File: src/hdl/psi_pkg.sv
// ----------------------------------------------------------------------------
// psi_pkg: shared types and constants of the padding segment inserter
// Field widths, configuration register indexes, the emit selector and the
// command/status bundles that join the controller and the datapath.
// ----------------------------------------------------------------------------
package psi_pkg;

    // Default bound on the contour length
    localparam int MAX_SEGMENTS_DEF = 256;

    // Field widths
    localparam int VERB_W     = 3;
    localparam int PCOUNT_W   = 3;
    localparam int COORD_W    = 32;
    localparam int NUM_COORDS = 8;
    localparam int PAD_W      = 6;
    localparam int SEGT_W     = 9;
    localparam int REPS_W     = 5;
    localparam int CFG_IDX_W  = 2;
    localparam int CFG_DATA_W = 9;

    typedef logic [VERB_W-1:0]     verb_t;
    typedef logic [PCOUNT_W-1:0]   pcount_t;
    typedef logic [COORD_W-1:0]    coord_t;
    typedef logic [PAD_W-1:0]      pad_t;
    typedef logic [SEGT_W-1:0]     segt_t;
    typedef logic [REPS_W-1:0]     reps_t;
    typedef logic [CFG_IDX_W-1:0]  cfg_idx_t;
    typedef logic [CFG_DATA_W-1:0] cfg_data_t;

    // Configuration register indexes
    localparam cfg_idx_t CFG_PAD_COUNT     = 2'd0;
    localparam cfg_idx_t CFG_SEGMENT_TOTAL = 2'd1;

    // Which kind of word the datapath builds
    typedef enum logic [1:0] {
        EMIT_ORIG      = 2'd0,
        EMIT_PAD_FIRST = 2'd1,
        EMIT_PAD_TRAIL = 2'd2
    } emit_kind_t;

    // Controller to datapath
    typedef struct packed {
        logic       accept;
        logic       div_start;
        logic       div_latch;
        logic       cnt_load;
        logic       cnt_dec;
        logic       err_update;
        logic       seen_advance;
        logic       emit;
        emit_kind_t emit_kind;
        logic       run_end;
    } cmd_t;

    // Datapath to controller
    typedef struct packed {
        logic seen_zero;
        logic div_done;
        logic cnt_zero;
        logic cnt_one;
        logic err_pos;
        logic is_last;
        logic reps_zero;
        logic out_free;
    } sts_t;

endpackage

File: src/hdl/psi_in_if.sv
// ----------------------------------------------------------------------------
// psi_in_if: segment input channel
// Valid/ready channel carrying one contour segment per word.
// ----------------------------------------------------------------------------
interface psi_in_if;

    logic             valid;
    logic             ready;
    psi_pkg::verb_t   seg_verb;
    psi_pkg::pcount_t point_count;
    psi_pkg::coord_t  p0_x;
    psi_pkg::coord_t  p0_y;
    psi_pkg::coord_t  p1_x;
    psi_pkg::coord_t  p1_y;
    psi_pkg::coord_t  p2_x;
    psi_pkg::coord_t  p2_y;
    psi_pkg::coord_t  p3_x;
    psi_pkg::coord_t  p3_y;

    modport source (
        output valid, seg_verb, point_count, p0_x, p0_y, p1_x, p1_y, p2_x, p2_y,
               p3_x, p3_y,
        input  ready
    );

    modport sink (
        input  valid, seg_verb, point_count, p0_x, p0_y, p1_x, p1_y, p2_x, p2_y,
               p3_x, p3_y,
        output ready
    );

endinterface

File: src/hdl/psi_out_if.sv
// ----------------------------------------------------------------------------
// psi_out_if: segment output channel
// Valid/ready channel carrying one emitted segment per word.
// ----------------------------------------------------------------------------
interface psi_out_if;

    logic            valid;
    logic            ready;
    psi_pkg::verb_t  out_verb;
    psi_pkg::coord_t q0_x;
    psi_pkg::coord_t q0_y;
    psi_pkg::coord_t q1_x;
    psi_pkg::coord_t q1_y;
    psi_pkg::coord_t q2_x;
    psi_pkg::coord_t q2_y;
    psi_pkg::coord_t q3_x;
    psi_pkg::coord_t q3_y;
    logic            is_padding;
    logic            run_end;

    modport source (
        output valid, out_verb, q0_x, q0_y, q1_x, q1_y, q2_x, q2_y, q3_x, q3_y,
               is_padding, run_end,
        input  ready
    );

    modport sink (
        input  valid, out_verb, q0_x, q0_y, q1_x, q1_y, q2_x, q2_y, q3_x, q3_y,
               is_padding, run_end,
        output ready
    );

endinterface

File: src/hdl/psi_cfg_if.sv
// ----------------------------------------------------------------------------
// psi_cfg_if: configuration write channel
// Valid/ready channel carrying a register index and write data.
// ----------------------------------------------------------------------------
interface psi_cfg_if;

    logic                valid;
    logic                ready;
    psi_pkg::cfg_idx_t   index;
    psi_pkg::cfg_data_t  data;

    modport source (
        output valid, index, data,
        input  ready
    );

    modport sink (
        input  valid, index, data,
        output ready
    );

endinterface

File: src/hdl/psi_div.sv
// ----------------------------------------------------------------------------
// psi_div: restoring divider for the padding split
// Divides the 6-bit padding count by the segment count plus one, one
// quotient bit per cycle; done pulses once quotient and remainder are ready.
// ----------------------------------------------------------------------------
module psi_div #(
    parameter int DIV_W = 9
) (
    input  logic               clk,
    input  logic               rst_n,
    input  logic               start,
    input  psi_pkg::pad_t      dividend,
    input  logic [DIV_W-1:0]   divisor,
    output logic               done,
    output psi_pkg::pad_t      quot,
    output psi_pkg::pad_t      rem
);

    localparam int PW    = psi_pkg::PAD_W;
    localparam int TW    = PW + 1;
    localparam int CW    = (TW > DIV_W) ? TW : DIV_W;
    localparam int STEPW = $clog2(PW + 1);

    logic             busy_reg, busy_next;
    logic             done_reg, done_next;
    logic [STEPW-1:0] step_reg, step_next;
    psi_pkg::pad_t    quot_reg, quot_next;
    psi_pkg::pad_t    rem_reg, rem_next;

    logic [TW-1:0]    trial;
    logic [CW-1:0]    trial_w;
    logic [CW-1:0]    div_w;
    logic             ge;

    // Trial subtract of the shifted partial remainder
    always_comb
    begin
        trial   = {rem_reg, quot_reg[PW-1]};
        trial_w = CW'(trial);
        div_w   = CW'(divisor);
        ge      = (trial_w >= div_w);
    end

    // Advance one quotient bit per cycle
    always_comb
    begin
        busy_next = busy_reg;
        done_next = 1'b0;
        step_next = step_reg;
        quot_next = quot_reg;
        rem_next  = rem_reg;
        if (start)
        begin
            busy_next = 1'b1;
            step_next = STEPW'(PW);
            quot_next = dividend;
            rem_next  = '0;
        end
        else if (busy_reg)
        begin
            quot_next = {quot_reg[PW-2:0], ge};
            rem_next  = ge ? PW'(trial_w - div_w) : trial[PW-1:0];
            step_next = step_reg - STEPW'(1);
            if (step_reg == STEPW'(1))
            begin
                busy_next = 1'b0;
                done_next = 1'b1;
            end
        end
    end

    // Control registers
    always_ff @(posedge clk or negedge rst_n)
    begin
        if (!rst_n)
        begin
            busy_reg <= 1'b0;
            done_reg <= 1'b0;
            step_reg <= '0;
        end
        else
        begin
            busy_reg <= busy_next;
            done_reg <= done_next;
            step_reg <= step_next;
        end
    end

    // Working registers
    always_ff @(posedge clk)
    begin
        quot_reg <= quot_next;
        rem_reg  <= rem_next;
    end

    assign done = done_reg;
    assign quot = quot_reg;
    assign rem  = rem_reg;

endmodule

File: src/hdl/psi_dp.sv
// ----------------------------------------------------------------------------
// psi_dp: datapath of the padding segment inserter
// Holds the configuration, the current segment, the contour state
// (verb, quotient, remainder, error term, segment count), the repeat
// counter and the output word register.
// ----------------------------------------------------------------------------
module psi_dp #(
    parameter int MAX_SEGMENTS = psi_pkg::MAX_SEGMENTS_DEF
) (
    input  logic                 clk,
    input  logic                 rst_n,
    // configuration writes
    input  logic                 cfg_we,
    input  psi_pkg::cfg_idx_t    cfg_index,
    input  psi_pkg::cfg_data_t   cfg_data,
    // input word fields
    input  psi_pkg::verb_t       in_verb,
    input  psi_pkg::pcount_t     in_pcount,
    input  psi_pkg::coord_t      in_pts [psi_pkg::NUM_COORDS],
    // output word
    input  logic                 out_ready,
    output logic                 out_valid,
    output psi_pkg::verb_t       out_verb,
    output psi_pkg::coord_t      out_pts [psi_pkg::NUM_COORDS],
    output logic                 out_pad,
    output logic                 out_end,
    // controller link
    input  psi_pkg::cmd_t        cmd,
    output psi_pkg::sts_t        sts
);

    localparam int NC    = psi_pkg::NUM_COORDS;
    localparam int CNT_W = $clog2(MAX_SEGMENTS + 1);
    localparam int DIV_W = $clog2(MAX_SEGMENTS + 2);
    // Error term may climb by twice the split remainder on every segment of a
    // contour that outlives a lowered segment count
    localparam int ERR_W = CNT_W + psi_pkg::PAD_W + 2;

    // Configuration registers
    psi_pkg::pad_t  pad_count_reg;
    psi_pkg::segt_t seg_total_reg;

    // Current segment
    psi_pkg::verb_t   item_verb_reg;
    psi_pkg::pcount_t item_pcount_reg;
    psi_pkg::coord_t  item_pts_reg [NC];

    // Contour state
    psi_pkg::verb_t        base_verb_reg;
    psi_pkg::reps_t        reps_reg;
    psi_pkg::pad_t         extra_reg;
    logic signed [ERR_W-1:0] err_reg, err_next;
    logic [CNT_W-1:0]      seen_reg, seen_next;
    psi_pkg::reps_t        cnt_reg, cnt_next;

    // Output word
    logic            out_valid_reg;
    psi_pkg::verb_t  out_verb_reg;
    psi_pkg::coord_t out_pts_reg [NC];
    logic            out_pad_reg;
    logic            out_end_reg;

    logic [CNT_W-1:0]        total;
    logic [DIV_W-1:0]        divisor;
    logic                    div_done;
    psi_pkg::pad_t           div_quot;
    psi_pkg::pad_t           div_rem;
    logic                    err_pos;
    logic                    is_last;
    logic signed [ERR_W-1:0] extra_s;
    logic signed [ERR_W-1:0] total_s;
    logic signed [ERR_W-1:0] rem_s;
    logic signed [ERR_W-1:0] err_init;
    logic [1:0]              trail_idx;
    psi_pkg::verb_t          emit_verb;
    psi_pkg::coord_t         emit_pts [NC];
    logic                    emit_pad;

    // Clamp the segment count to 1..MAX_SEGMENTS
    always_comb
    begin
        if (seg_total_reg == '0)
            total = CNT_W'(1);
        else if (32'(seg_total_reg) > 32'(MAX_SEGMENTS))
            total = CNT_W'(MAX_SEGMENTS);
        else
            total = CNT_W'(seg_total_reg);
    end

    assign divisor = DIV_W'(total) + DIV_W'(1);

    // Split the padding count at the contour's first segment
    psi_div #(
        .DIV_W (DIV_W)
    ) u_div (
        .clk      (clk),
        .rst_n    (rst_n),
        .start    (cmd.div_start),
        .dividend (pad_count_reg),
        .divisor  (divisor),
        .done     (div_done),
        .quot     (div_quot),
        .rem      (div_rem)
    );

    // Bresenham error term arithmetic
    always_comb
    begin
        extra_s  = $signed(ERR_W'(extra_reg));
        total_s  = $signed(ERR_W'(total));
        rem_s    = $signed(ERR_W'(div_rem));
        err_init = (rem_s <<< 1) - total_s;
        err_pos  = (err_reg > $signed(ERR_W'(0)));
        err_next = err_reg;
        if (cmd.div_latch)
            err_next = err_init;
        else if (cmd.err_update)
        begin
            if (err_pos)
                err_next = err_reg + ((extra_s - total_s) <<< 1);
            else
                err_next = err_reg + (extra_s <<< 1);
        end
    end

    // Contour position
    always_comb
    begin
        is_last   = (({1'b0, seen_reg} + (CNT_W + 1)'(1)) >= (CNT_W + 1)'(total));
        seen_next = seen_reg;
        if (cmd.seen_advance)
            seen_next = is_last ? '0 : seen_reg + CNT_W'(1);
    end

    // Repeat counter
    always_comb
    begin
        cnt_next = cnt_reg;
        if (cmd.div_latch)
            cnt_next = psi_pkg::reps_t'(div_quot);
        else if (cmd.cnt_load)
            cnt_next = reps_reg;
        else if (cmd.cnt_dec)
            cnt_next = cnt_reg - psi_pkg::reps_t'(1);
    end

    // Pick the trailing point from the point count
    always_comb
    begin
        case (item_pcount_reg)
            3'd0:    trail_idx = 2'd0;
            3'd1:    trail_idx = 2'd0;
            3'd2:    trail_idx = 2'd1;
            3'd3:    trail_idx = 2'd2;
            3'd4:    trail_idx = 2'd3;
            default: trail_idx = 2'd3;
        endcase
    end

    // Build the word to emit
    always_comb
    begin
        emit_verb = item_verb_reg;
        emit_pad  = 1'b0;
        for (int i = 0; i < NC; i++)
            emit_pts[i] = item_pts_reg[i];
        case (cmd.emit_kind)
            psi_pkg::EMIT_ORIG:
            begin
                emit_verb = item_verb_reg;
                emit_pad  = 1'b0;
            end
            psi_pkg::EMIT_PAD_FIRST:
            begin
                emit_verb = base_verb_reg;
                emit_pad  = 1'b1;
                for (int i = 0; i < NC / 2; i++)
                begin
                    emit_pts[2*i]   = item_pts_reg[0];
                    emit_pts[2*i+1] = item_pts_reg[1];
                end
            end
            psi_pkg::EMIT_PAD_TRAIL:
            begin
                emit_verb = base_verb_reg;
                emit_pad  = 1'b1;
                for (int i = 0; i < NC / 2; i++)
                begin
                    emit_pts[2*i]   = item_pts_reg[{trail_idx, 1'b0}];
                    emit_pts[2*i+1] = item_pts_reg[{trail_idx, 1'b1}];
                end
            end
            default:
            begin
                emit_verb = item_verb_reg;
                emit_pad  = 1'b0;
            end
        endcase
    end

    // Control and contour state registers
    always_ff @(posedge clk or negedge rst_n)
    begin
        if (!rst_n)
        begin
            pad_count_reg <= '0;
            seg_total_reg <= psi_pkg::segt_t'(1);
            base_verb_reg <= '0;
            reps_reg      <= '0;
            extra_reg     <= '0;
            err_reg       <= '0;
            seen_reg      <= '0;
            cnt_reg       <= '0;
            out_valid_reg <= 1'b0;
        end
        else
        begin
            // take register writes
            if (cfg_we)
            begin
                if (cfg_index == psi_pkg::CFG_PAD_COUNT)
                    pad_count_reg <= cfg_data[psi_pkg::PAD_W-1:0];
                else if (cfg_index == psi_pkg::CFG_SEGMENT_TOTAL)
                    seg_total_reg <= cfg_data[psi_pkg::SEGT_W-1:0];
            end
            // latch the contour split
            if (cmd.div_latch)
            begin
                base_verb_reg <= item_verb_reg;
                reps_reg      <= psi_pkg::reps_t'(div_quot);
                extra_reg     <= div_rem;
            end
            err_reg  <= err_next;
            seen_reg <= seen_next;
            cnt_reg  <= cnt_next;
            // hold the output word until taken
            if (cmd.emit)
                out_valid_reg <= 1'b1;
            else if (out_ready)
                out_valid_reg <= 1'b0;
        end
    end

    // Payload registers
    always_ff @(posedge clk)
    begin
        if (cmd.accept)
        begin
            item_verb_reg   <= in_verb;
            item_pcount_reg <= in_pcount;
            for (int i = 0; i < NC; i++)
                item_pts_reg[i] <= in_pts[i];
        end
        if (cmd.emit)
        begin
            out_verb_reg <= emit_verb;
            out_pad_reg  <= emit_pad;
            out_end_reg  <= cmd.run_end;
            for (int i = 0; i < NC; i++)
                out_pts_reg[i] <= emit_pts[i];
        end
    end

    // Status to the controller
    always_comb
    begin
        sts.seen_zero = (seen_reg == '0);
        sts.div_done  = div_done;
        sts.cnt_zero  = (cnt_reg == '0);
        sts.cnt_one   = (cnt_reg == psi_pkg::reps_t'(1));
        sts.err_pos   = err_pos;
        sts.is_last   = is_last;
        sts.reps_zero = (reps_reg == '0);
        sts.out_free  = !out_valid_reg || out_ready;
    end

    assign out_valid = out_valid_reg;
    assign out_verb  = out_verb_reg;
    assign out_pad   = out_pad_reg;
    assign out_end   = out_end_reg;
    always_comb
    begin
        for (int i = 0; i < NC; i++)
            out_pts[i] = out_pts_reg[i];
    end

endmodule

File: src/hdl/psi_ctrl.sv
// ----------------------------------------------------------------------------
// psi_ctrl: sequencing controller of the padding segment inserter
// Walks each segment through split (contour's first only), leading padding,
// Bresenham extra copy, the original word and trailing padding (last only).
// ----------------------------------------------------------------------------
module psi_ctrl (
    input  logic          clk,
    input  logic          rst_n,
    input  logic          in_valid,
    output logic          in_ready,
    input  psi_pkg::sts_t sts,
    output psi_pkg::cmd_t cmd
);

    typedef enum logic [5:0] {
        ST_IDLE  = 6'b000001,
        ST_DIV   = 6'b000010,
        ST_PRE   = 6'b000100,
        ST_EXTRA = 6'b001000,
        ST_ORIG  = 6'b010000,
        ST_POST  = 6'b100000
    } state_t;

    state_t state_reg, state_next;

    // Next state and commands
    always_comb
    begin
        state_next    = state_reg;
        cmd           = '0;
        cmd.emit_kind = psi_pkg::EMIT_ORIG;
        case (state_reg)
            ST_IDLE:
            begin
                if (in_valid)
                begin
                    cmd.accept = 1'b1;
                    if (sts.seen_zero)
                    begin
                        cmd.div_start = 1'b1;
                        state_next    = ST_DIV;
                    end
                    else
                    begin
                        cmd.cnt_load = 1'b1;
                        state_next   = ST_PRE;
                    end
                end
            end
            ST_DIV:
            begin
                // latch quotient, remainder, error term and verb
                if (sts.div_done)
                begin
                    cmd.div_latch = 1'b1;
                    state_next    = ST_PRE;
                end
            end
            ST_PRE:
            begin
                if (sts.cnt_zero)
                    state_next = ST_EXTRA;
                else if (sts.out_free)
                begin
                    cmd.emit      = 1'b1;
                    cmd.emit_kind = psi_pkg::EMIT_PAD_FIRST;
                    cmd.cnt_dec   = 1'b1;
                end
            end
            ST_EXTRA:
            begin
                // extra copy when the error term is positive
                if (sts.err_pos)
                begin
                    if (sts.out_free)
                    begin
                        cmd.emit       = 1'b1;
                        cmd.emit_kind  = psi_pkg::EMIT_PAD_FIRST;
                        cmd.err_update = 1'b1;
                        state_next     = ST_ORIG;
                    end
                end
                else
                begin
                    cmd.err_update = 1'b1;
                    state_next     = ST_ORIG;
                end
            end
            ST_ORIG:
            begin
                if (sts.out_free)
                begin
                    cmd.emit         = 1'b1;
                    cmd.emit_kind    = psi_pkg::EMIT_ORIG;
                    cmd.seen_advance = 1'b1;
                    if (sts.is_last && !sts.reps_zero)
                    begin
                        cmd.cnt_load = 1'b1;
                        state_next   = ST_POST;
                    end
                    else
                    begin
                        cmd.run_end = 1'b1;
                        state_next  = ST_IDLE;
                    end
                end
            end
            ST_POST:
            begin
                if (sts.out_free)
                begin
                    cmd.emit      = 1'b1;
                    cmd.emit_kind = psi_pkg::EMIT_PAD_TRAIL;
                    cmd.cnt_dec   = 1'b1;
                    if (sts.cnt_one)
                    begin
                        cmd.run_end = 1'b1;
                        state_next  = ST_IDLE;
                    end
                end
            end
            default:
            begin
                state_next = ST_IDLE;
            end
        endcase
    end

    // State register
    always_ff @(posedge clk or negedge rst_n)
    begin
        if (!rst_n)
            state_reg <= ST_IDLE;
        else
            state_reg <= state_next;
    end

    assign in_ready = (state_reg == ST_IDLE);

endmodule

File: src/hdl/padding_segment_inserter_core.sv
// ----------------------------------------------------------------------------
// padding_segment_inserter_core: spreads padding segments through a contour
//
//   channel   dir   words                     payload
//   seg_in    in    one contour segment       seg_verb, point_count, p0..p3
//   seg_out   out   original or padding word  out_verb, q0..q3, is_padding,
//                                             run_end
//   cfg       in    register write            index, data
//
// Each segment gets reps leading padding words (reps = padding count divided
// by segment count plus one); a contour's last segment also gets reps
// trailing ones, and its first segment first waits for the split.
// Output words leave through the output register; the sequencer waits
// while that register is full and not taken.
// Reset clears the configuration to padding 0, segment count 1, and the
// contour state to its start. Register writes are always taken.
// ----------------------------------------------------------------------------
module padding_segment_inserter_core #(
    parameter int MAX_SEGMENTS = psi_pkg::MAX_SEGMENTS_DEF
) (
    input  logic        clk,
    input  logic        rst_n,
    psi_in_if.sink      seg_in,
    psi_out_if.source   seg_out,
    psi_cfg_if.sink     cfg
);

    localparam int NC = psi_pkg::NUM_COORDS;

    psi_pkg::cmd_t   cmd;
    psi_pkg::sts_t   sts;
    psi_pkg::coord_t in_pts  [NC];
    psi_pkg::coord_t out_pts [NC];
    logic            in_ready;

    // Gather the input points
    always_comb
    begin
        in_pts[0] = seg_in.p0_x;
        in_pts[1] = seg_in.p0_y;
        in_pts[2] = seg_in.p1_x;
        in_pts[3] = seg_in.p1_y;
        in_pts[4] = seg_in.p2_x;
        in_pts[5] = seg_in.p2_y;
        in_pts[6] = seg_in.p3_x;
        in_pts[7] = seg_in.p3_y;
    end

    assign seg_in.ready = in_ready;
    assign cfg.ready    = 1'b1;

    psi_ctrl u_ctrl (
        .clk      (clk),
        .rst_n    (rst_n),
        .in_valid (seg_in.valid),
        .in_ready (in_ready),
        .sts      (sts),
        .cmd      (cmd)
    );

    psi_dp #(
        .MAX_SEGMENTS (MAX_SEGMENTS)
    ) u_dp (
        .clk       (clk),
        .rst_n     (rst_n),
        .cfg_we    (cfg.valid),
        .cfg_index (cfg.index),
        .cfg_data  (cfg.data),
        .in_verb   (seg_in.seg_verb),
        .in_pcount (seg_in.point_count),
        .in_pts    (in_pts),
        .out_ready (seg_out.ready),
        .out_valid (seg_out.valid),
        .out_verb  (seg_out.out_verb),
        .out_pts   (out_pts),
        .out_pad   (seg_out.is_padding),
        .out_end   (seg_out.run_end),
        .cmd       (cmd),
        .sts       (sts)
    );

    // Spread the output points
    assign seg_out.q0_x = out_pts[0];
    assign seg_out.q0_y = out_pts[1];
    assign seg_out.q1_x = out_pts[2];
    assign seg_out.q1_y = out_pts[3];
    assign seg_out.q2_x = out_pts[4];
    assign seg_out.q2_y = out_pts[5];
    assign seg_out.q3_x = out_pts[6];
    assign seg_out.q3_y = out_pts[7];

endmodule
File: src/flat_wrapper.sv
// flat-port wrapper written by rule: the top's interface ports become plain ports
module padding_segment_inserter_core_flat 
#(
    parameter int MAX_SEGMENTS = psi_pkg::MAX_SEGMENTS_DEF
)
  (clk, rst_n, seg_in_valid, seg_in_seg_verb, seg_in_point_count, seg_in_p0_x, seg_in_p0_y, seg_in_p1_x, seg_in_p1_y, seg_in_p2_x, seg_in_p2_y, seg_in_p3_x, seg_in_p3_y, seg_in_ready, seg_out_valid, seg_out_out_verb, seg_out_q0_x, seg_out_q0_y, seg_out_q1_x, seg_out_q1_y, seg_out_q2_x, seg_out_q2_y, seg_out_q3_x, seg_out_q3_y, seg_out_is_padding, seg_out_run_end, seg_out_ready, cfg_valid, cfg_index, cfg_data, cfg_ready);
  psi_in_if seg_in_i ();
  psi_out_if seg_out_i ();
  psi_cfg_if cfg_i ();
  input  logic clk;
  input  logic rst_n;
  input wire logic [$bits(seg_in_i.valid)-1:0] seg_in_valid;
  input wire logic [$bits(seg_in_i.seg_verb)-1:0] seg_in_seg_verb;
  input wire logic [$bits(seg_in_i.point_count)-1:0] seg_in_point_count;
  input wire logic [$bits(seg_in_i.p0_x)-1:0] seg_in_p0_x;
  input wire logic [$bits(seg_in_i.p0_y)-1:0] seg_in_p0_y;
  input wire logic [$bits(seg_in_i.p1_x)-1:0] seg_in_p1_x;
  input wire logic [$bits(seg_in_i.p1_y)-1:0] seg_in_p1_y;
  input wire logic [$bits(seg_in_i.p2_x)-1:0] seg_in_p2_x;
  input wire logic [$bits(seg_in_i.p2_y)-1:0] seg_in_p2_y;
  input wire logic [$bits(seg_in_i.p3_x)-1:0] seg_in_p3_x;
  input wire logic [$bits(seg_in_i.p3_y)-1:0] seg_in_p3_y;
  output wire logic [$bits(seg_in_i.ready)-1:0] seg_in_ready;
  output wire logic [$bits(seg_out_i.valid)-1:0] seg_out_valid;
  output wire logic [$bits(seg_out_i.out_verb)-1:0] seg_out_out_verb;
  output wire logic [$bits(seg_out_i.q0_x)-1:0] seg_out_q0_x;
  output wire logic [$bits(seg_out_i.q0_y)-1:0] seg_out_q0_y;
  output wire logic [$bits(seg_out_i.q1_x)-1:0] seg_out_q1_x;
  output wire logic [$bits(seg_out_i.q1_y)-1:0] seg_out_q1_y;
  output wire logic [$bits(seg_out_i.q2_x)-1:0] seg_out_q2_x;
  output wire logic [$bits(seg_out_i.q2_y)-1:0] seg_out_q2_y;
  output wire logic [$bits(seg_out_i.q3_x)-1:0] seg_out_q3_x;
  output wire logic [$bits(seg_out_i.q3_y)-1:0] seg_out_q3_y;
  output wire logic [$bits(seg_out_i.is_padding)-1:0] seg_out_is_padding;
  output wire logic [$bits(seg_out_i.run_end)-1:0] seg_out_run_end;
  input wire logic [$bits(seg_out_i.ready)-1:0] seg_out_ready;
  input wire logic [$bits(cfg_i.valid)-1:0] cfg_valid;
  input wire logic [$bits(cfg_i.index)-1:0] cfg_index;
  input wire logic [$bits(cfg_i.data)-1:0] cfg_data;
  output wire logic [$bits(cfg_i.ready)-1:0] cfg_ready;
  assign seg_in_i.valid = seg_in_valid;
  assign seg_in_i.seg_verb = seg_in_seg_verb;
  assign seg_in_i.point_count = seg_in_point_count;
  assign seg_in_i.p0_x = seg_in_p0_x;
  assign seg_in_i.p0_y = seg_in_p0_y;
  assign seg_in_i.p1_x = seg_in_p1_x;
  assign seg_in_i.p1_y = seg_in_p1_y;
  assign seg_in_i.p2_x = seg_in_p2_x;
  assign seg_in_i.p2_y = seg_in_p2_y;
  assign seg_in_i.p3_x = seg_in_p3_x;
  assign seg_in_i.p3_y = seg_in_p3_y;
  assign seg_in_ready = seg_in_i.ready;
  assign seg_out_valid = seg_out_i.valid;
  assign seg_out_out_verb = seg_out_i.out_verb;
  assign seg_out_q0_x = seg_out_i.q0_x;
  assign seg_out_q0_y = seg_out_i.q0_y;
  assign seg_out_q1_x = seg_out_i.q1_x;
  assign seg_out_q1_y = seg_out_i.q1_y;
  assign seg_out_q2_x = seg_out_i.q2_x;
  assign seg_out_q2_y = seg_out_i.q2_y;
  assign seg_out_q3_x = seg_out_i.q3_x;
  assign seg_out_q3_y = seg_out_i.q3_y;
  assign seg_out_is_padding = seg_out_i.is_padding;
  assign seg_out_run_end = seg_out_i.run_end;
  assign seg_out_i.ready = seg_out_ready;
  assign cfg_i.valid = cfg_valid;
  assign cfg_i.index = cfg_index;
  assign cfg_i.data = cfg_data;
  assign cfg_ready = cfg_i.ready;
  padding_segment_inserter_core #(.MAX_SEGMENTS(MAX_SEGMENTS)) u_core (.clk(clk), .rst_n(rst_n), .seg_in(seg_in_i), .seg_out(seg_out_i), .cfg(cfg_i));
endmodule
File: config.mk
export PLATFORM = sky130hd
export DESIGN_NAME = padding_segment_inserter_core_flat
export DESIGN_NICKNAME = d
export VERILOG_FILES = /design/src/hdl/psi_pkg.sv /design/src/hdl/psi_in_if.sv /design/src/hdl/psi_out_if.sv /design/src/hdl/psi_cfg_if.sv /design/src/hdl/psi_div.sv /design/src/hdl/psi_dp.sv /design/src/hdl/psi_ctrl.sv /design/src/hdl/padding_segment_inserter_core.sv /design/src/flat_wrapper.sv
export SDC_FILE = /design/constraint.sdc
export NUM_CORES = 1
export LEC_CHECK = 0
export BUFFER_PORTS_ARGS = -buffer_cell sky130_fd_sc_hd__clkbuf_2
export CAP_MARGIN = 20
export CORE_UTILIZATION = 45
export CTS_CLUSTER_SIZE = 14
export DETAILED_ROUTE_END_ITERATION = 16
export GPL_TIMING_DRIVEN = 0
export PLACE_DENSITY = 0.76
export SETUP_SLACK_MARGIN = 0.5
export SLEW_MARGIN = 25
export SYNTH_ARGS = -nofsm -noshare
export SYNTH_HDL_FRONTEND = slang
export SYNTH_HIERARCHICAL = 1
export SYNTH_SLANG_ARGS = --single-unit
File: constraint.sdc
create_clock -name clk -period 15.05 [get_ports clk]
set_input_delay 2.2575 -clock clk [delete_from_list [all_inputs] [get_ports clk]]
set_output_delay 2.2575 -clock clk [all_outputs]
set_load 0.005 [all_outputs]
==> summary.md, run 1 <==
| Metric | Value |
|---|---|
| Status | finished clean |
| Clock-pin slew on the worst setup and hold paths | ~0.060 ns |
| Post-CTS resize count | 0 |
| Clk sinks | 607 |
| Total number of vias | 20,400 |
| CTS Buf Count | 66 |
| Post-Syn Nets | 2,322 |
| GRT Util Overall | 0.295 |
| Register area share after synthesis | 0.667 |
| Post-DP Area | 31,000 um^2 |
| Leak | 14.2 nW |
| Final Cycle Share | 0.367 |
| Count of final setup violators | 0 |
| Chip width | 246 um |
| GR Overflow Total | 0 |
| Cell chain of the critical path | or4_1 -> nor4_2 -> nor2_1 -> nor2_1 -> ha_1 -> fa_1 -> nor2b_1 -> o21ai_0 -> nand2b_1 -> a21o_1 -> a21o_1 -> a211oi_1 -> ha_1 -> a21oi_1 -> nand4b_1 -> o221a_2 -> and4_1 -> a2111o_1 -> nand4b_1 -> o2111ai_1 -> a21oi_2 |
| H-tree Lvls | 3 |
| Post-cts hold buffer count | 0 |
| Ratio of cells with drive above 1 in the final layout | 0.285 |
| Post-place setup slack | ~9.1 ns |
| Pin count of the biggest net entering global routing | 52 |
| Most frequent cells in the layout | clkbuf_2 (552), edfxtp_1 (529), a21o_1 (269) |
| Min cycle time layout | between 5 and 6 ns |
| Wire length per cell | about 27 um |
| Pins Over Slew Limit | 0 |
| Final Hold Vio Count | 0 |
| Post-route cell area | 33,200 um^2 |
| Area grow syn2layout | 24.2% |
| DP HPWL | 65,200 um |
| Max clock buf depth | 3 |
| Syn Std Cell Area | 26,700 um^2 |
| Vias in the first global route | around 20,000 |
| Vias per std cell | 5.94 |
| Hold Crit Class | flop to flop |
| Post-synth ARST share | 0.119 |
| Worst path top cell family by delay | compound AO/OA/AOI/OAI gates |
| Flops & latches, synth | 607 |
| Synth cell types | 83 |
| Filler Cells Inserted | 4,599 |
| Worst Path Buf+Inv | 0 |
| Crit path launch type | flop |
| Post-Route Utilization | 0.570 |
| WHS | 0.501 ns |
| First-pass GRT wire length | approximately 130,000 um |
| Core Area | 58,100 um^2 |
| Final wirelength | between 90,000 and 100,000 um |
| Maxcap violations | 0 |
| VDD IR max | 143 uV |
| Setup bufs post-CTS | 0 |
| Fmax | 0.181 GHz |
| Cell Count, Final, Fillers Out | 3,437 |
| PwrDens | a little over 200 nW/um^2 |
| RSZ-0062 raised after global routing | false |
| Dominant synthesized flop cell | edfxtp_1 |
| IO Pins | 542 |
| IO buf count | 540 |
| Worst Path Max Fanout | 7 |
| CP max stage delay | 0.56 ns |
| DR iter-0 viols | approximately 2,200 |
| Worst slew pin tran | 1.12 ns |
| Pwr Total | 6.82 mW |
| CTS tree | built |
| Root Buffer | clkbuf_16 |
| # nets final | 2,953 |
| Commonest non-fill, non-tap cell in the layout | clkbuf_2 |
| Crit-path slowest cell | or4_1 |
| WP data required | 15.57 ns |
| Worst EP arrival | 6.04 ns |
| Max-slew headroom | 0.256 |
| Post-synth EDFFs | about 530 |
| CP Capture Type | flop |
| Fin Clk Skew | 0.0217 ns |
| Die area | 60,300 um^2 |
| FP Rows | 88 |
| Starting Density | 0.459 |
| DRC | 0 |
| TNS Setup | 0 ns |
| Synthesized instance count | 1,987 |
| Yosys warns | 6 |
| Placed cell count | 3,315 |
| Worst setup margin | 9.53 ns |
| Initial antenna violation count | 9 |
| Die height | 246 um |
| Post-route ant nets | 0 |
| Critical path type | flop to flop |
| Gp weighted congestion | 0.929 |
| Clk_lat worst skew | 0.61 ns |
| Initial DRT Pass Iterations | 6 |
| Mean area per synthesized cell | 13.4 um^2 |
layer usage:
metal,up-vias,track usage,routed length [um]
met2,1487,0.466,42000
li1,8743,-,-
met1,9864,0.362,32900
met3,320,0.0790,10500
met5,-,0,68
met4,10,0.177,5800
cell usage after synthesis, drive strengths merged (7+ instances only):
library cell  instances  area share
a211oi                9      0.0025
a21o                269       0.076
a21oi                54       0.011
a22oi                65       0.018
and3                  9      0.0023
buf                  29      0.0058
clkbuf               84       0.012
dfrtp                70       0.066
edfxtp              529        0.60
ha                   53       0.025
inv                  43      0.0060
mux2                 37       0.016
mux2i                68       0.025
nand2               172       0.024
nand2b               12      0.0028
nand3                21      0.0041
nor2                120       0.017
nor2b                11      0.0027
nor3                  7      0.0015
nor4                  9      0.0037
o21ai               165       0.031
o21bai                7      0.0021
xnor2                29      0.0095
xor2                 12      0.0039
logic make-up (layout without fill, tap and decap cells):
family / after synthesis / after routing / share of synthesized area
AOI/OAI and AO/OA: 619 / 619 / 0.157
DFF: 607 / 607 / 0.667
and+or+nand+nor: 401 / 401 / 0.0697
buffers and inverters: 156 / 836 / 0.0236
muxes: 105 / 105 / 0.0411
adders and majority gates: 57 / 57 / 0.0278
xor gates and xnor gates: 41 / 41 / 0.0135
other: 1 / 6 / 0.000140
cell type report:
type	instances	area (um^2)	share of cell area
diodes	5	12.5	0.000377
repair buffers	563	3280	0.0988
plain buffers	113	485	0.0146
multi-input cells	1224	8270	0.249
inverters	43	161	0.00487
well taps	765	957	0.0289
clock inverters	36	389	0.0117
clock buffers	81	1800	0.0544
flip-flops and latches	607	17800	0.537
path summary, 6_finish.rpt:
kind,from,to,slack [ns],depth (start not counted)
worst max-delay path,u_core/u_dp/seg_total_reg[5],u_core/u_dp/err_reg[16],9.53,21
min in group asynchronous,rst_n,u_core/u_dp/seg_total_reg[3],1.61,1
worst min-delay path,u_core/u_dp/item_verb_reg[0],u_core/u_dp/base_verb_reg[0],0.50,1
worst max register to register,u_core/u_dp/seg_total_reg[5],u_core/u_dp/err_reg[16],9.53,21
max in group asynchronous,rst_n,u_core/u_ctrl/state_reg[0],12.80,2
worst min register to register,u_core/u_dp/item_verb_reg[0],u_core/u_dp/base_verb_reg[0],0.50,1
power breakdown:
group	switching [mW]	total [mW]	leakage (nW)	internal, mW
clock	0.695	1.66	1.07	0.966
sequential	0.232	2.71	5.84	2.48
combinational	1.51	2.44	7.27	0.931
total	2.44	6.82	14.2	4.38
Power figures use the tool's default switching activity.
==> run 2, diff against run 1 <==
--- a/config.mk
+++ b/config.mk
@@ -11,7 +11,7 @@
 export CTS_CLUSTER_SIZE = 14
 export DETAILED_ROUTE_END_ITERATION = 16
 export GPL_TIMING_DRIVEN = 0
-export PLACE_DENSITY = 0.76
+export PLACE_DENSITY = 0.73
 export SETUP_SLACK_MARGIN = 0.5
 export SLEW_MARGIN = 25
 export SYNTH_ARGS = -nofsm -noshare
==> constraint.sdc (replaced) <==
create_clock -name clk -period 5.1 [get_ports clk]
set_input_delay 0.765 -clock clk [delete_from_list [all_inputs] [get_ports clk]]
set_output_delay 0.765 -clock clk [all_outputs]
set_load 0.005 [all_outputs]
==> summary.md, run 2 (synthesized netlist as in run 1, its figures left out) <==
| Metric | Value |
|---|---|
| DR iter-0 viols | 2,025 (was 2,156) |
| Max-slew headroom | 0.232 (was 0.256) |
| Leak | 14.2 nW (about the same) |
| Switching power | 7.22 mW (was 2.44 mW) |
| IO buf count | 540 (unchanged) |
| CTS Buf Count | 67 (was 66) |
| WHS | 0.111 ns (was 0.501 ns) |
| Reg2reg end | u_core/u_dp/err_reg[16] (unchanged) |
| Maxcap violations | 0 (unchanged) |
| Post-DP Area | 31,000 um^2 (about the same) |
| IO Pins | 542 (unchanged) |
| Placed cell count | 3,315 (unchanged) |
| Hold Crit Class | input port to asynchronous set/reset pin (was flop to flop) |
| Gp weighted congestion | 0.933 (was 0.929) |
| DP HPWL | 65,300 um (was 65,200 um) |
| CTS tree | built (unchanged) |
| Die area | 60,300 um^2 (unchanged) |
| Initial antenna violation count | 18 (was 9) |
| Wire length per cell | 26.5 um (was 26.6 um) |
| Pins Over Slew Limit | 0 (unchanged) |
| Total number of vias | 20,400 (about the same) |
| Switching share of power | 0.358 (about the same) |
| Min cycle time layout | 4.58 ns (was 5.52 ns) |
| GR Overflow Total | 0 (unchanged) |
| Worst path top cell family by delay | compound AO/OA/AOI/OAI gates (unchanged) |
| Vias per std cell | 5.90 (was 5.94) |
| Pin count of the biggest net entering global routing | 53 (was 52) |
| Worst setup endpoint | u_core/u_dp/err_reg[16] (unchanged) |
| Critical Path Start | u_core/u_dp/seg_total_reg[6] (was u_core/u_dp/seg_total_reg[5]) |
| CP Capture Type | flop (unchanged) |
| First-pass GRT wire length | 130,000 um (about the same) |
| Vias in the first global route | 20,200 (was 20,300) |
| Clk sinks | 607 (unchanged) |
| Final Hold Vio Count | 0 (unchanged) |
| WP data required | 5.63 ns (was 15.57 ns) |
| Count of final setup violators | 0 (unchanged) |
| Root Buffer | clkbuf_16 (unchanged) |
| Logic gate share of total power | 0.363 (was 0.358) |
| Post-route cell area | 33,300 um^2 (was 33,200 um^2) |
| Die height | 246 um (unchanged) |
| FF-to-FF setup slack | 0.52 ns (was 9.53 ns) |
| Starting Density | 0.459 (unchanged) |
| Pwr Total | 20.2 mW (was 6.82 mW) |
| R2r startpoint | u_core/u_dp/seg_total_reg[6] (was u_core/u_dp/seg_total_reg[5]) |
| Clock-pin slew on the worst setup and hold paths | 0.06 ns (about the same) |
| Cell-internal power | 12.9 mW (was 4.38 mW) |
| GRT Util Overall | 0.295 (about the same) |
| Worst EP arrival | 5.11 ns (was 6.04 ns) |
| Final wirelength | 91,600 um (was 91,300 um) |
| Worst Path Max Fanout | 6 (was 7) |
| Clk pwr share | 0.239 (was 0.244) |
| Crit path launch type | flop (unchanged) |
| VDD IR max | 423 uV (was 143 uV) |
| # nets final | 2,967 (was 2,953) |
| Seq pwr share | 0.397 (was 0.398) |
| Critical Path Stages | 20 (was 21) |
| Filler Cells Inserted | 4,671 (was 4,599) |
| Critical path type | flop to flop (unchanged) |
| Ratio of cells with drive above 1 in the final layout | 0.296 (was 0.285) |
| Fin Clk Skew | 0.0230 ns (was 0.0217 ns) |
| Fmax | 0.218 GHz (was 0.181 GHz) |
| Commonest non-fill, non-tap cell in the layout | clkbuf_2 (unchanged) |
| Post-cts hold buffer count | 0 (unchanged) |
| Cell Count, Final, Fillers Out | 3,458 (was 3,437) |
| Chip width | 246 um (unchanged) |
| PwrDens | 605 nW/um^2 (was 206 nW/um^2) |
| Worst Reg2Reg Path Length in Cells | 20 (was 21) |
| Most frequent cells in the layout | clkbuf_2 (561), edfxtp_1 (529), a21o_1 (268) (was clkbuf_2 (552), edfxtp_1 (529), a21o_1 (269)) |
| DRC | 0 (unchanged) |
| Final Cycle Share | 0.898 (was 0.367) |
| Worst Path Buf+Inv | 0 (unchanged) |
| Crit-path slowest cell | or4_4 (was or4_1) |
| FP Rows | 88 (unchanged) |
| Area grow syn2layout | 24.9% (was 24.2%) |
| CP max stage delay | 0.55 ns (was 0.56 ns) |
| Cell chain of the critical path | or4_4 -> nor4_4 -> nor2_1 -> nor2_2 -> ha_4 -> nor2b_1 -> o211ai_1 -> nand3b_1 -> a21oi_1 -> xnor2_1 -> mux2_2 -> ha_2 -> a21oi_2 -> nand4b_1 -> o221a_2 -> and4_1 -> a2111o_1 -> nand4b_1 -> o2111ai_2 -> a21oi_2 (was or4_1 -> nor4_2 -> nor2_1 -> nor2_1 -> ha_1 -> fa_1 -> nor2b_1 -> o21ai_0 -> nand2b_1 -> a21o_1 -> a21o_1 -> a211oi_1 -> ha_1 -> a21oi_1 -> nand4b_1 -> o221a_2 -> and4_1 -> a2111o_1 -> nand4b_1 -> o2111ai_1 -> a21oi_2) |
| Clk_lat worst skew | 0.62 ns (was 0.61 ns) |
| RSZ-0062 raised after global routing | true (was false) |
| Core Area | 58,100 um^2 (unchanged) |
| Max clock buf depth | 3 (unchanged) |
| Worst slew pin tran | 1.15 ns (was 1.12 ns) |
| H-tree Lvls | 3 (unchanged) |
| Post-route ant nets | 0 (unchanged) |
| Initial DRT Pass Iterations | 6 (unchanged) |
| Status | finished clean (unchanged) |
-- run 2: cell types whose count changed in the layout (fill, tap and decap cells not counted), moves of 3 or more --
cell / before / now
clkinv_1: 8 / 12
dfrtp_2: 0 / 3
clkinv_2: 9 / 6
dfrtp_1: 70 / 67
clkbuf_2: 552 / 561
ha_1: 53 / 49
diode_2: 5 / 11
buf_4: 5 / 17
clkinvlp_4: 4 / 1
-- run 2: routing by layer --
| metal | track usage | share of wire |
|---|---|---|
| met1 | 0.363 | 0.37 |
| met2 | 0.467 | 0.47 |
| met3 | 0.0799 | 0.10 |
| met4 | 0.172 | 0.057 |
| met5 | 0 | 0.0011 |
-- run 2: worst min path at each step --
stage,start,endpoint,slack (ns)
after global placement,u_core/u_dp/item_verb_reg[2],u_core/u_dp/base_verb_reg[2],0.48
final,rst_n,u_core/u_dp/seg_total_reg[2],0.11
after detailed placement,u_core/u_dp/base_verb_reg[2],u_core/u_dp/base_verb_reg[2],0.50
after floorplan,u_core/u_dp/u_div/quot[3],u_core/u_dp/cnt_reg[3],0.46
after global routing,rst_n,u_core/u_dp/pad_count_reg[3],0.11
after CTS,rst_n,u_core/u_dp/seg_total_reg[2],0.1
-- run 2: final cells by class --
class,count,area [um^2],share of cell area
antenna,11,27.5,0.000825
clock buffer,88,1820,0.0546
sequential,607,17800,0.534
tap,765,957,0.0287
clock inverter,31,313,0.00938
multi-input combinational,1224,8380,0.251
timing repair buffer,576,3360,0.101
buffer,113,510,0.0153
inverter,43,161,0.00484
-- run 2: what timing repair did --
action | in CTS | in global routing
pin swaps | 20 | 12
resized for setup | 17 | 25
endpoints found under the hold margin | 0 | 0
endpoints found under the setup margin | 21 | 43
buffers inserted | 10 | 3
-- run 2: metrics by stage --
step	utilization	setup slack [ns]	TNS, ns
3_3_place_gp	0.523	-3.27	-849.67
5_1_grt	0.573	0.311	0
6_report	0.574	0.518	0
2_1_floorplan	-	-0.986	-258.15
4_1_cts	0.571	0.365	0
3_5_place_dp	0.533	-0.191	-0.397
-- run 2: power by group through the flow --
stage	Combinational, mW	Sequential, mW	Clock (mW)
2_1_floorplan	3.78	8.11	0
3_3_place_gp	6.35	8.33	0
3_5_place_dp	7.00	8.07	0
4_1_cts	7.15	8.00	4.87
5_1_grt	7.77	8.11	5.05
6_report	7.33	8.01	4.82
